<file path="src/rtl/eegp_pkg.sv">
// Shared types and constants for the EEG packet parser.
// No dependencies; imported by every module of the block.
`default_nettype none

package eegp_pkg;

  localparam int BAND_W   = 24;
  localparam int CFG_IDX_W = 4;
  localparam int Q_DEPTH  = 2;

  localparam logic [7:0] QUALITY_DEFAULT = 8'd200;
  localparam logic [7:0] RAW_ROW_LEN     = 8'd2;
  localparam logic [7:0] BAND_ROW_LEN    = 8'd24;

  localparam logic [7:0] SYNC_FIRST_RST  = 8'd170;
  localparam logic [7:0] SYNC_SECOND_RST = 8'd170;
  localparam logic [6:0] CODE_QUAL_RST   = 7'd2;
  localparam logic [6:0] CODE_ATTN_RST   = 7'd4;
  localparam logic [6:0] CODE_MED_RST    = 7'd5;
  localparam logic [7:0] CODE_RAW_RST    = 8'd128;
  localparam logic [7:0] CODE_BAND_RST   = 8'd131;
  localparam logic [7:0] MAX_PAYLOAD_RST = 8'd169;

  localparam logic [CFG_IDX_W-1:0] REG_SYNC_FIRST  = 4'd0;
  localparam logic [CFG_IDX_W-1:0] REG_SYNC_SECOND = 4'd1;
  localparam logic [CFG_IDX_W-1:0] REG_CODE_QUAL   = 4'd2;
  localparam logic [CFG_IDX_W-1:0] REG_CODE_ATTN   = 4'd3;
  localparam logic [CFG_IDX_W-1:0] REG_CODE_MED    = 4'd4;
  localparam logic [CFG_IDX_W-1:0] REG_CODE_RAW    = 4'd5;
  localparam logic [CFG_IDX_W-1:0] REG_CODE_BAND   = 4'd6;
  localparam logic [CFG_IDX_W-1:0] REG_MAX_PAYLOAD = 4'd7;

  localparam logic [3:0] KIND_QUALITY    = 4'd0;
  localparam logic [3:0] KIND_ATTENTION  = 4'd1;
  localparam logic [3:0] KIND_MEDITATION = 4'd2;
  localparam logic [3:0] KIND_RAW        = 4'd3;
  localparam logic [3:0] KIND_BAND0      = 4'd4;

  // Per-packet values committed on a good checksum (bands travel separately).
  typedef struct packed {
    logic [7:0]  quality;
    logic [7:0]  attention;
    logic [7:0]  meditation;
    logic [15:0] raw;
    logic        raw_seen;
    logic        band_seen;
  } snap_t;

endpackage

`default_nettype wire

</file>
<file path="src/rtl/eegp_front.sv">
// Front end: configuration registers, frame hunting, row parsing, checksum.
// Uses eegp_pkg; pushes one snapshot per good packet into eegp_snapq.
`default_nettype none

module eegp_front import eegp_pkg::*; #(
  parameter int BAND_COUNT = 8
) (
  input  wire logic                         clk,
  input  wire logic                         rst,
  input  wire logic                         cfg_valid,
  input  wire logic [CFG_IDX_W-1:0]         cfg_index,
  input  wire logic [7:0]                   cfg_data,
  input  wire logic                         push,
  input  wire logic [7:0]                   rx_byte,
  output logic                              full,
  input  wire logic                         q_full,
  output logic                              q_push,
  output snap_t                             q_snap,
  output logic [BAND_COUNT*BAND_W-1:0]      q_bands
);

  localparam int BSEL_W = (BAND_COUNT > 1) ? $clog2(BAND_COUNT) : 1;

  typedef enum logic [2:0] {
    PH_SYNC1, PH_SYNC2, PH_LEN, PH_PAYLOAD, PH_CHECK
  } frame_phase_t;

  typedef enum logic [1:0] {
    ROW_CODE, ROW_LEN, ROW_SINGLE, ROW_DATA
  } row_phase_t;

  logic [7:0] sync_first, sync_second, code_raw_wave, code_band_power, max_payload;
  logic [6:0] code_quality, code_attn, code_med;

  frame_phase_t frame_phase;
  row_phase_t   row_phase;
  logic [7:0]   payload_length, payload_count, checksum_sum;
  logic [7:0]   row_code, row_remaining, row_length;
  logic [23:0]  assembly_word;
  logic [1:0]   tri_cnt;
  logic [2:0]   band_idx;
  logic [7:0]   pending_quality, pending_attention, pending_meditation;
  logic [15:0]  pending_raw;
  logic         raw_seen, band_seen;
  logic [BAND_W-1:0] band_store [BAND_COUNT];

  logic        accept;
  logic [23:0] asm_shift;
  logic [7:0]  count_next, remaining_next;
  logic        band_ok;
  logic        band_row_hit;

  assign full       = (frame_phase == PH_CHECK) && q_full;
  assign accept     = push && !full;
  assign asm_shift  = {assembly_word[15:0], rx_byte};
  assign count_next = payload_count + 8'd1;
  assign remaining_next = row_remaining - 8'd1;
  assign band_ok    = {1'b0, band_idx} < 4'(BAND_COUNT);
  // raw code wins when both codes match
  assign band_row_hit = (row_code != code_raw_wave) && (row_code == code_band_power) &&
                        (row_length == BAND_ROW_LEN);

  assign q_push = accept && (frame_phase == PH_CHECK) && (rx_byte == ~checksum_sum);
  assign q_snap = '{quality: pending_quality, attention: pending_attention,
                    meditation: pending_meditation, raw: pending_raw,
                    raw_seen: raw_seen, band_seen: band_seen};

  always_comb begin
    for (int i = 0; i < BAND_COUNT; i++) begin
      q_bands[i*BAND_W +: BAND_W] = band_store[i];
    end
  end

  always_ff @(posedge clk) begin
    if (rst) begin
      sync_first      <= SYNC_FIRST_RST;
      sync_second     <= SYNC_SECOND_RST;
      code_quality    <= CODE_QUAL_RST;
      code_attn       <= CODE_ATTN_RST;
      code_med        <= CODE_MED_RST;
      code_raw_wave   <= CODE_RAW_RST;
      code_band_power <= CODE_BAND_RST;
      max_payload     <= MAX_PAYLOAD_RST;
      frame_phase     <= PH_SYNC1;
      row_phase       <= ROW_CODE;
      payload_length  <= '0;
      payload_count   <= '0;
      checksum_sum    <= '0;
      row_code        <= '0;
      row_remaining   <= '0;
      row_length      <= '0;
      assembly_word   <= '0;
      tri_cnt         <= '0;
      band_idx        <= '0;
      pending_quality <= QUALITY_DEFAULT;
      pending_attention  <= '0;
      pending_meditation <= '0;
      pending_raw     <= '0;
      raw_seen        <= 1'b0;
      band_seen       <= 1'b0;
      for (int i = 0; i < BAND_COUNT; i++) begin
        band_store[i] <= '0;
      end
    end else begin
      if (cfg_valid) begin
        case (cfg_index)
          REG_SYNC_FIRST:  sync_first      <= cfg_data;
          REG_SYNC_SECOND: sync_second     <= cfg_data;
          REG_CODE_QUAL:   code_quality    <= cfg_data[6:0];
          REG_CODE_ATTN:   code_attn       <= cfg_data[6:0];
          REG_CODE_MED:    code_med        <= cfg_data[6:0];
          REG_CODE_RAW:    code_raw_wave   <= cfg_data;
          REG_CODE_BAND:   code_band_power <= cfg_data;
          REG_MAX_PAYLOAD: max_payload     <= cfg_data;
          default: ;
        endcase
      end

      if (accept) begin
        case (frame_phase)
          PH_SYNC1: begin
            if (rx_byte == sync_first) frame_phase <= PH_SYNC2;
          end
          PH_SYNC2: begin
            frame_phase <= (rx_byte == sync_second) ? PH_LEN : PH_SYNC1;
          end
          PH_LEN: begin
            if (rx_byte > max_payload) begin
              frame_phase <= PH_SYNC1;
            end else begin
              payload_length     <= rx_byte;
              payload_count      <= '0;
              checksum_sum       <= '0;
              row_phase          <= ROW_CODE;
              row_code           <= '0;
              row_remaining      <= '0;
              row_length         <= '0;
              assembly_word      <= '0;
              raw_seen           <= 1'b0;
              band_seen          <= 1'b0;
              pending_quality    <= QUALITY_DEFAULT;
              pending_attention  <= '0;
              pending_meditation <= '0;
              frame_phase <= (rx_byte == 8'd0) ? PH_CHECK : PH_PAYLOAD;
            end
          end
          PH_PAYLOAD: begin
            checksum_sum  <= checksum_sum + rx_byte;
            payload_count <= count_next;
            if (count_next >= payload_length) frame_phase <= PH_CHECK;
            case (row_phase)
              ROW_CODE: begin
                row_code  <= rx_byte;
                row_phase <= rx_byte[7] ? ROW_LEN : ROW_SINGLE;
              end
              ROW_SINGLE: begin
                if (row_code == {1'b0, code_quality}) begin
                  pending_quality <= rx_byte;
                end else if (row_code == {1'b0, code_attn}) begin
                  pending_attention <= rx_byte;
                end else if (row_code == {1'b0, code_med}) begin
                  pending_meditation <= rx_byte;
                end
                row_phase <= ROW_CODE;
              end
              ROW_LEN: begin
                row_length    <= rx_byte;
                row_remaining <= rx_byte;
                assembly_word <= '0;
                tri_cnt       <= '0;
                band_idx      <= '0;
                row_phase     <= (rx_byte == 8'd0) ? ROW_CODE : ROW_DATA;
              end
              ROW_DATA: begin
                assembly_word <= (band_row_hit && tri_cnt == 2'd2) ? '0 : asm_shift;
                if (row_code == code_raw_wave) begin
                  if (row_length == RAW_ROW_LEN && row_remaining == 8'd1) begin
                    pending_raw <= asm_shift[15:0];
                    raw_seen    <= 1'b1;
                  end
                end else if (band_row_hit) begin
                  if (tri_cnt == 2'd2 && band_ok) begin
                    band_store[band_idx[BSEL_W-1:0]] <= asm_shift;
                  end
                  if (row_remaining == 8'd1) band_seen <= 1'b1;
                end
                if (tri_cnt == 2'd2) begin
                  tri_cnt  <= '0;
                  band_idx <= band_idx + 3'd1;
                end else begin
                  tri_cnt <= tri_cnt + 2'd1;
                end
                row_remaining <= remaining_next;
                if (remaining_next == 8'd0) row_phase <= ROW_CODE;
              end
              default: row_phase <= ROW_CODE;
            endcase
          end
          default: frame_phase <= PH_SYNC1;
        endcase
      end
    end
  end

endmodule

`default_nettype wire

</file>
<file path="src/rtl/eegp_snapq.sv">
// Two-entry queue of committed packet snapshots between front and back.
// Uses eegp_pkg for the snapshot type.
`default_nettype none

module eegp_snapq import eegp_pkg::*; #(
  parameter int BAND_COUNT = 8
) (
  input  wire logic                         clk,
  input  wire logic                         rst,
  input  wire logic                         wr_en,
  input  wire snap_t                        wr_snap,
  input  wire logic [BAND_COUNT*BAND_W-1:0] wr_bands,
  output logic                              q_full,
  output logic                              rd_valid,
  input  wire logic                         rd_en,
  output snap_t                             rd_snap,
  output logic [BAND_COUNT*BAND_W-1:0]      rd_bands
);

  snap_t                         snap_mem [Q_DEPTH];
  logic [BAND_COUNT*BAND_W-1:0]  band_mem [Q_DEPTH];
  logic                          wr_ptr, rd_ptr;
  logic [1:0]                    count;

  assign q_full   = (count == 2'(Q_DEPTH));
  assign rd_valid = (count != 2'd0);
  assign rd_snap  = snap_mem[rd_ptr];
  assign rd_bands = band_mem[rd_ptr];

  always_ff @(posedge clk) begin
    if (wr_en) begin
      snap_mem[wr_ptr] <= wr_snap;
      band_mem[wr_ptr] <= wr_bands;
    end
  end

  always_ff @(posedge clk) begin
    if (rst) begin
      wr_ptr <= 1'b0;
      rd_ptr <= 1'b0;
      count  <= '0;
    end else begin
      if (wr_en) wr_ptr <= ~wr_ptr;
      if (rd_en) rd_ptr <= ~rd_ptr;
      if (wr_en && !rd_en) begin
        count <= count + 2'd1;
      end else if (rd_en && !wr_en) begin
        count <= count - 2'd1;
      end
    end
  end

endmodule

`default_nettype wire

</file>
<file path="src/rtl/eegp_back.sv">
// Back end: walks the head snapshot and presents one result per cycle while pop is high.
// Uses eegp_pkg; reads from eegp_snapq.
`default_nettype none

module eegp_back import eegp_pkg::*; #(
  parameter int BAND_COUNT = 8
) (
  input  wire logic                         clk,
  input  wire logic                         rst,
  input  wire logic                         rd_valid,
  input  wire snap_t                        rd_snap,
  input  wire logic [BAND_COUNT*BAND_W-1:0] rd_bands,
  output logic                              rd_en,
  input  wire logic                         pop,
  output logic                              empty,
  output logic [3:0]                        value_kind,
  output logic signed [24:0]                value_data,
  output logic                              last_value
);

  localparam int BSEL_W = (BAND_COUNT > 1) ? $clog2(BAND_COUNT) : 1;
  localparam logic [3:0] KIND_LAST_BAND = 4'(4 + BAND_COUNT - 1);

  logic [3:0]        kind;
  logic [3:0]        kind_next;
  logic [3:0]        band_off;
  logic [BSEL_W-1:0] bsel;
  logic              take;

  assign empty      = !rd_valid;
  assign take       = pop && rd_valid;
  assign value_kind = kind;
  assign band_off   = kind - KIND_BAND0;
  assign bsel       = band_off[BSEL_W-1:0];

  always_comb begin
    case (kind)
      KIND_QUALITY:    value_data = {17'd0, rd_snap.quality};
      KIND_ATTENTION:  value_data = {17'd0, rd_snap.attention};
      KIND_MEDITATION: value_data = {17'd0, rd_snap.meditation};
      KIND_RAW:        value_data = {{9{rd_snap.raw[15]}}, rd_snap.raw};
      default:         value_data = {1'b0, rd_bands[bsel*BAND_W +: BAND_W]};
    endcase
  end

  always_comb begin
    last_value = (kind == KIND_LAST_BAND) ||
                 (kind == KIND_RAW && !rd_snap.band_seen) ||
                 (kind == KIND_MEDITATION && !rd_snap.raw_seen && !rd_snap.band_seen);
    if (kind == KIND_MEDITATION) begin
      kind_next = rd_snap.raw_seen ? KIND_RAW : KIND_BAND0;
    end else begin
      kind_next = kind + 4'd1;
    end
  end

  assign rd_en = take && last_value;

  always_ff @(posedge clk) begin
    if (rst) begin
      kind <= KIND_QUALITY;
    end else if (take) begin
      kind <= last_value ? KIND_QUALITY : kind_next;
    end
  end

endmodule

`default_nettype wire

</file>
<file path="src/rtl/eeg_packet_parser.sv">
// EEG serial packet parser: one received byte per cycle while full is low, results on a pop queue.
// Latency: results of a packet are visible the cycle after its checksum byte
// when no earlier results wait. Throughput: one byte and one result per cycle;
// full is high only while a checksum byte is due and two committed packets wait.
// Reset (rst, synchronous): registers to defaults, parser hunting, queue empty.
// Uses eegp_pkg, eegp_front, eegp_snapq, eegp_back.
`default_nettype none

module eeg_packet_parser import eegp_pkg::*; #(
  parameter int BAND_COUNT = 8
) (
  input  wire logic                 clk,
  input  wire logic                 rst,
  input  wire logic                 cfg_valid,
  output logic                      cfg_ready,
  input  wire logic [CFG_IDX_W-1:0] cfg_index,
  input  wire logic [7:0]           cfg_data,
  input  wire logic                 push,
  output logic                      full,
  input  wire logic [7:0]           rx_byte,
  input  wire logic                 pop,
  output logic                      empty,
  output logic [3:0]                value_kind,
  output logic signed [24:0]        value_data,
  output logic                      last_value
);

  logic                         q_full, q_push, rd_valid, rd_en;
  snap_t                        q_snap, rd_snap;
  logic [BAND_COUNT*BAND_W-1:0] q_bands, rd_bands;

  assign cfg_ready = 1'b1;

  eegp_front #(.BAND_COUNT(BAND_COUNT)) u_front (
    .clk(clk), .rst(rst),
    .cfg_valid(cfg_valid), .cfg_index(cfg_index), .cfg_data(cfg_data),
    .push(push), .rx_byte(rx_byte), .full(full),
    .q_full(q_full), .q_push(q_push), .q_snap(q_snap), .q_bands(q_bands)
  );

  eegp_snapq #(.BAND_COUNT(BAND_COUNT)) u_snapq (
    .clk(clk), .rst(rst),
    .wr_en(q_push), .wr_snap(q_snap), .wr_bands(q_bands), .q_full(q_full),
    .rd_valid(rd_valid), .rd_en(rd_en), .rd_snap(rd_snap), .rd_bands(rd_bands)
  );

  eegp_back #(.BAND_COUNT(BAND_COUNT)) u_back (
    .clk(clk), .rst(rst),
    .rd_valid(rd_valid), .rd_snap(rd_snap), .rd_bands(rd_bands), .rd_en(rd_en),
    .pop(pop), .empty(empty),
    .value_kind(value_kind), .value_data(value_data), .last_value(last_value)
  );

`ifndef SYNTHESIS
  a_kind_range: assert property (@(posedge clk) disable iff (rst)
    !empty |-> value_kind <= 4'(4 + BAND_COUNT - 1))
    else $error("result kind out of range");

  a_new_packet_starts_quality: assert property (@(posedge clk) disable iff (rst)
    (pop && !empty && last_value) |=> (empty || value_kind == KIND_QUALITY))
    else $error("packet does not start with quality");

  a_full_needs_backlog: assert property (@(posedge clk) disable iff (rst)
    full |-> !empty)
    else $error("full raised with no results waiting");

  a_no_push_when_queue_full: assert property (@(posedge clk) disable iff (rst)
    q_full |-> !q_push)
    else $error("snapshot written into full queue");
`endif

endmodule

`default_nettype wire

</file>
<file path="config.mk">
export PLATFORM = sky130hd
export DESIGN_NAME = eeg_packet_parser
export DESIGN_NICKNAME = d
export VERILOG_FILES = /design/src/rtl/eegp_pkg.sv /design/src/rtl/eegp_front.sv /design/src/rtl/eegp_snapq.sv /design/src/rtl/eegp_back.sv /design/src/rtl/eeg_packet_parser.sv
export SDC_FILE = /design/constraint.sdc
export NUM_CORES = 1
export LEC_CHECK = 0
export ABC_CLOCK_PERIOD_IN_PS = 14500
export BUFFER_PORTS_ARGS = -buffer_cell sky130_fd_sc_hd__buf_2
export CAP_MARGIN = 20
export CORE_ASPECT_RATIO = 0.75
export CORE_MARGIN = 2
export CORE_UTILIZATION = 30
export DETAILED_ROUTE_END_ITERATION = 10
export PLACE_DENSITY = 0.51
export SKIP_LAST_GASP = 1
export SYNTH_ARGS = -nofsm -noshare
export SYNTH_HDL_FRONTEND = slang
export SYNTH_HIERARCHICAL = 1
export SYNTH_SLANG_ARGS = --single-unit
</file>
<file path="constraint.sdc">
create_clock -name clk -period 14.5 [get_ports clk]
set_input_delay 1.45 -clock clk [delete_from_list [all_inputs] [get_ports clk]]
set_output_delay 1.45 -clock clk [all_outputs]
set_load 0.05 [all_outputs]
</file>
After elaboration in Yosys (flattened, before gate mapping)
Memory sizes are Yosys's and may differ from the RTL's. A register that Yosys moved wholly into a read port is not among the register bits.
Cells that the tools add are included.

storage, ports and cells
  register bits after elaboration = 185
  bits in latches = 0
  bits in writable memories = 660
  ROM bits = 0
  input port bits = 25
  output and inout bits = 33
  word-level logic and storage cells = 235
  memories = 3

memory list
  memory              depth  bits a word  rd ports  clocked after Yosys merged registers in  wr ports  RTL line          source
  u_snapq.band_mem    2      192          1         1                                        1         eegp_snapq.sv:21  logic [BAND_COUNT*BAND_W-1:0] band_mem [Q_DEPTH];
  u_front.band_store  8      24           8         0                                        8         eegp_front.sv:45  logic [BAND_W-1:0] band_store [BAND_COUNT];
  u_snapq.snap_mem    2      42           1         1                                        1         eegp_snapq.sv:20  snap_t snap_mem [Q_DEPTH];

cells by class
  $add $sub $neg = 9
  multiply operators = 1
  div/mod/pow operators = 0
  $lt $le $gt $ge = 2
  equal/unequal tests = 52
  shifts and indexed selects = 1
  muxes and demuxes = 77
  bitwise gates (word level) = 4
  reduce and logical (&&, ||, !) cells = 57

operator list
  kind                  count
  $shiftx A192 B9 Y24   1
  $pmux W8 S2           9
  $mux W8               13
  $pmux W25 S4          1
  $pmux W16 S2          2
  $eq A8 B8 Y1          5
  $mux W16              2
  $mux W1               25
  $eq A8 B7 Y1          3
  $mux W24              1
  $reduce_or A24 Y1     1
  $ne A2 B1 Y1 const B  11
  $mux W3               7
  $reduce_and A4 Y1     5
  $eq A4 B2 Y1 const B  4
  $eq A4 B3 Y1 const B  4
  $logic_not A8 Y1      2
  $mux W2               8
  $reduce_and A2 Y1     8
  $logic_and A1 B1 Y1   15
  $ne A2 B2 Y1 const B  7
  $reduce_and A7 Y1     2
  $pmux W3 S4           1
  $reduce_and A3 Y1     4
  38 further kinds      62

Depth between registers and ports, before layout
  word-level depth = 12
  mapped depth = 12

Cells and area by module
Netlist, hierarchy kept.

modules (own cells, without submodules)
  module             times used  cells each  area each (um2)  sequential area each (um2)
  eegp_snapq         1           750         17,745.8         14,153.6
  eegp_front         1           1,415       15,917.8         9,308.9
  eegp_back          1           190         2,042.0          80.1
  eeg_packet_parser  1           2           11.3             0.0

Least setup slack after synthesis
No wires, ideal clock.

  path type = input-to-reg
  from = in rx_byte[6]
  to = mem u_snapq/band_mem[0][0] (netlist name), enable pin
  library setup time = 0.861 ns
  data arrival time = 13.005 ns
  required time = 13.639 ns
  path slack = 0.634 ns
  stages = 5
  path buffers = 0
  cells stage by stage = ha_1 -> and3_1 -> nand3_1 -> a2111oi_0 -> nor2b_1

on the way
  word-level cells in the longest chain between the ends = 4

ends and longest elaborated chain
  what                           RTL line                 source
  start: declaration             eeg_packet_parser.sv:20  input wire logic [7:0] rx_byte,
  $eq A8 B8 Y1                   eegp_front.sv:63         assign q_push = accept && (frame_phase == PH_CHECK) && (rx_byte == ~checksum_sum);
  $logic_and A1 B1 Y1            eegp_front.sv:63
  net q_push                     eeg_packet_parser.sv:28  logic q_full, q_push, rd_valid, rd_en;
  $mux W1                        eegp_snapq.sv:31         if (wr_en) begin
  $mux W1 (not written as such)  eegp_snapq.sv:33         band_mem[wr_ptr] <= wr_bands;
  end: declaration               eegp_snapq.sv:21

The timed path passes the listed nets, and every way through them passes these cells.

==> summary.md <==
| Metric | Value |
|---|---|
| Status | `finished, final reports clean` |
| Slew of the pin with the lowest slew margin | `1.14 ns` |
| Placed standard-cell area | `37500 sq um` |
| Number of warnings issued by yosys | `6` |
| Setup repair after global routing missed its margin | `no` |
| LEAKAGE | `0.0143 uW` |
| Number of distinct library cells after synthesis | `slightly above 70` |
| CTS buffer count | `92` |
| Peak per-stage delay on the critical path | `0.91 ns` |
| Worst-case setup slack after placement | `8.24 ns` |
| Placed wire-length estimate after detailed placement | `50500 um` |
| Number of placed I/O pins | `58` |
| Setup violations, final | `0` |
| Crit-path slowest cell | `sky130_fd_sc_hd__buf_4` |
| Height of the chip | `303 um` |
| Vias in the first global route | `slightly below 20000` |
| Post-Synthesis Cells | `2357` |
| Sequential fraction of the synthesis area | `0.659` |
| Final hold violation count | `0` |
| Global-route wire length before repair | `130000 um` |
| Final core utilization | `0.344` |
| First-pass DRT Iterations | `5` |
| Number of maximum-capacitance constraint violations | `0` |
| Layout cells sized above 1 | `0.220` |
| Normalized max-slew margin | `0.242` |
| Number of enable flip-flop cells after synthesis | `660` |
| Peak VDD IR | `0.0730 mV` |
| Critical Path Source Type | `flop` |
| Required time worst endpoint | `13.05 ns` |
| End of the worst register-to-register path | `u_front/band_store[0][0]` |
| Post-DR vias/cell | `4.82` |
| Area of all placed cells without fillers | `40500 sq um` |
| Worst Skew | `0.0347 ns` |
| Overall track demand over capacity in global routing | `0.143` |
| Ordered cell list for the critical path | `buf_4, buf_4, buf_4, mux2_2, mux4_2, a22oi_1, nand2_1, buf_2` |
| Power density cells | `125 nW/um^2` |
| Initial antenna violation count | `5` |
| Register clock-pin slew on the reported worst setup and hold paths | `0.06 ns` |
| Remaining antenna violation count after routing | `0` |
| Count of standard-cell rows | `109` |
| Residual DRC count | `0` |
| PortBufs | `between 50 and 60` |
| Mapped Avg Cell Area | `15.2 sq um` |
| Async set-or-reset flop fraction in the synthesized netlist | `0` |
| Last element of the critical path | `value_data[21]` |
| Hold/Removal Path Class | `reg2reg` |
| Iteration-0 DRC count of the detailed router | `approximately 1600` |
| Worst setup EP type | `output port` |
| Maximum achievable frequency | `between 0.1 and 0.15 GHz` |
| DR vias | `19372` |
| Share of the synthesized area in the top cell type | `0.555` |
| Post-Route Setup TNS | `0 ns` |
| Commonest cells post-synth | `660 x sky130_fd_sc_hd__edfxtp_1, 190 x sky130_fd_sc_hd__and2_1, 186 x sky130_fd_sc_hd__dfxtp_1` |
| Reg-to-reg critical path startpoint | `u_front/frame_phase[0]` |
| Detailed Route WL | `87900 um` |
| Clk root buf | `sky130_fd_sc_hd__clkbuf_16` |
| Register-to-register path setup slack | `9.43 ns` |
| Number of clock sinks seen by CTS | `846` |
| Leading cell type by number of instances after synthesis | `sky130_fd_sc_hd__edfxtp_1` |
| Remaining global-route overflow | `0` |
| Worst-skew pair later-pin latency | `0.67 ns` |
| Data arrival time of the critical path | `approximately 5.5 ns` |
| Overall die width | `402 um` |
| Cell count of the worst reg-to-reg path | `7` |
| H-Tree Level Count | `3` |
| Cell taking the most area after synthesis | `sky130_fd_sc_hd__edfxtp_1` |
| Largest buffer count on any clock path | `3` |
| Post-synthesis instance area | `about 36000 sq um` |
| Worst Path Max Fanout | `57` |
| Fraction of the cycle the final worst path needs | `0.480` |
| Synth Flop Type | `sky130_fd_sc_hd__edfxtp_1` |
| Final slew viol count | `0` |
| Hold buffers post-CTS | `0` |
| WL per Instance | `between 20 and 25 um` |
| Top area cells in the synthesized netlist | `sky130_fd_sc_hd__edfxtp_1 55%, sky130_fd_sc_hd__dfxtp_1 10%, sky130_fd_sc_hd__mux2_4 6.7%` |
| Core box area | `118000 sq um` |
| Pin count of the biggest net entering global routing | `77` |
| Count of nets after finishing | `2443` |
| Number of cells traversed by the worst hold path | `0` |
| Nets in the synthesized netlist | `2416` |
| Final worst path period need | `a little under 7 ns` |
| Global placement routability congestion | `0.760` |
| Starting density of the core | `0.303` |
| Syn-to-layout area delta | `13.5%` |
| Top cell by count, worst path | `sky130_fd_sc_hd__buf_4` |
| Overall die area | `122000 sq um` |
| TritonCTS clock tree | `yes` |
| Worst Setup Path Type | `reg2out` |
| Post-route worst setup slack | `between 7 and 8 ns` |
| Register bit count reported by yosys | `846` |
| Post-cts gate resize count | `0` |
| Number of buffers inserted to repair setup after CTS | `0` |
layout make-up:
type / instances / area [sq um]
flip-flops and latches: 846 / 23600
fillers: 11225 / 77400
inverters: 37 / 139
well taps: 1554 / 1940
clock buffers: 116 / 2440
repair buffers: 96 / 621
clock inverters: 53 / 512
multi-input cells: 1311 / 11300
diodes: 3 / 7.51
flip-flops by register name (all words and copies together) (netlist names), 8 cells and up, named ones only:
name and count:
u_snapq/band_mem 384, u_front/band_store 192, u_snapq/snap_mem 84, u_front/assembly_word 16, u_front/pending_raw 16, u_front/checksum_sum 8
u_front/code_band_power 8, u_front/code_raw_wave 8, u_front/max_payload 8, u_front/payload_count 8, u_front/payload_length 8, u_front/pending_attention 8
u_front/pending_meditation 8, u_front/pending_quality 8, u_front/row_code 8, u_front/row_length 8, u_front/row_remaining 8, u_front/sync_first 8
u_front/sync_second 8
cells by family after synthesis:
| group | Yosys count | synth area share |
|---|---|---|
| XOR/XNOR | 74 | 0.0181 |
| multiplexers | 406 | 0.156 |
| flip-flops | 846 | 0.659 |
| AO/OA/AOI/OAI | 216 | 0.0388 |
| other | 1 | 0.000105 |
| adder cells (fa/ha/maj) | 34 | 0.0121 |
| buffers and inverters | 200 | 0.0278 |
| AND/OR/NAND/NOR | 580 | 0.0874 |
through the flow:
step	total power, uW	hold slack [ns]	instances
2_1_floorplan	2760	0.421	2357
5_1_grt	5210	0.432	4014
3_3_place_gp	2810	0.422	3841
4_1_cts	5110	0.415	4010
3_5_place_dp	2820	0.429	3841
6_report	5050	0.418	4016
worst min path at each step:
stage                         startpoint                        to  slack (ns)
3_3_place_gp   u_front/band_store[6][15]  u_snapq/band_mem[0][159]        0.42
5_1_grt         u_front/band_store[1][7]   u_snapq/band_mem[0][31]        0.43
2_1_floorplan   u_front/band_store[0][0]    u_snapq/band_mem[0][0]        0.42
3_5_place_dp    u_front/band_store[5][1]  u_snapq/band_mem[1][121]        0.43
4_1_cts         u_front/band_store[1][7]   u_snapq/band_mem[0][31]        0.42
6_report       u_front/band_store[5][12]  u_snapq/band_mem[1][132]        0.42
worst max-delay path, delay by kind of cell, from the launching register on:
kind,cells,cell delay (ns)
mux,2,0.89
buf+inv,4,2.79
flops,1,0.48
simple gates,1,0.12
compound gates,1,0.30
cells in the final DEF, fill, tap and decap left out, drive strengths merged, types with 5 or more instances in the layout:
cell type / count
edfxtp: 660
mux2: 235
and2: 190
dfxtp: 186
mux2i: 123
nand2: 117
clkbuf: 116
nor2: 111
buf: 96
a21oi: 66
o21ai: 63
mux4: 48
xor2: 41
inv: 40
clkinv: 39
nand4: 37
ha: 33
xnor2: 33
nor3: 26
nand3: 25
a22oi: 17
nor4: 16
a22o: 9
a221oi: 9
nor2b: 9
a221o: 8
nor3b: 8
or4: 8
bufinv: 7
nand2b: 6
o211ai: 6
nand3b: 6
a21o: 5
or3: 5
o31ai: 5
power by group:
part / leakage [uW] / internal, uW / total (uW) / switching, uW
Sequential: 0.00772 / 2630 / 2650 / 17.1
Combinational: 0.00517 / 22.0 / 114 / 91.7
Clock: 0.00144 / 1320 / 2290 / 962
Total: 0.0143 / 3980 / 5050 / 1070
layer usage:
layer  vias up  global-route usage  share of wire  wire (um)
met5         -                   0              0          0
met4         0              0.0397          0.019       1670
met3       115              0.0223          0.049       4340
met2       504               0.234           0.47      40900
met1      9917               0.199           0.47      40900
li1       8836                   -              -          -
Note: power is estimated with default switching activity, not from simulation.
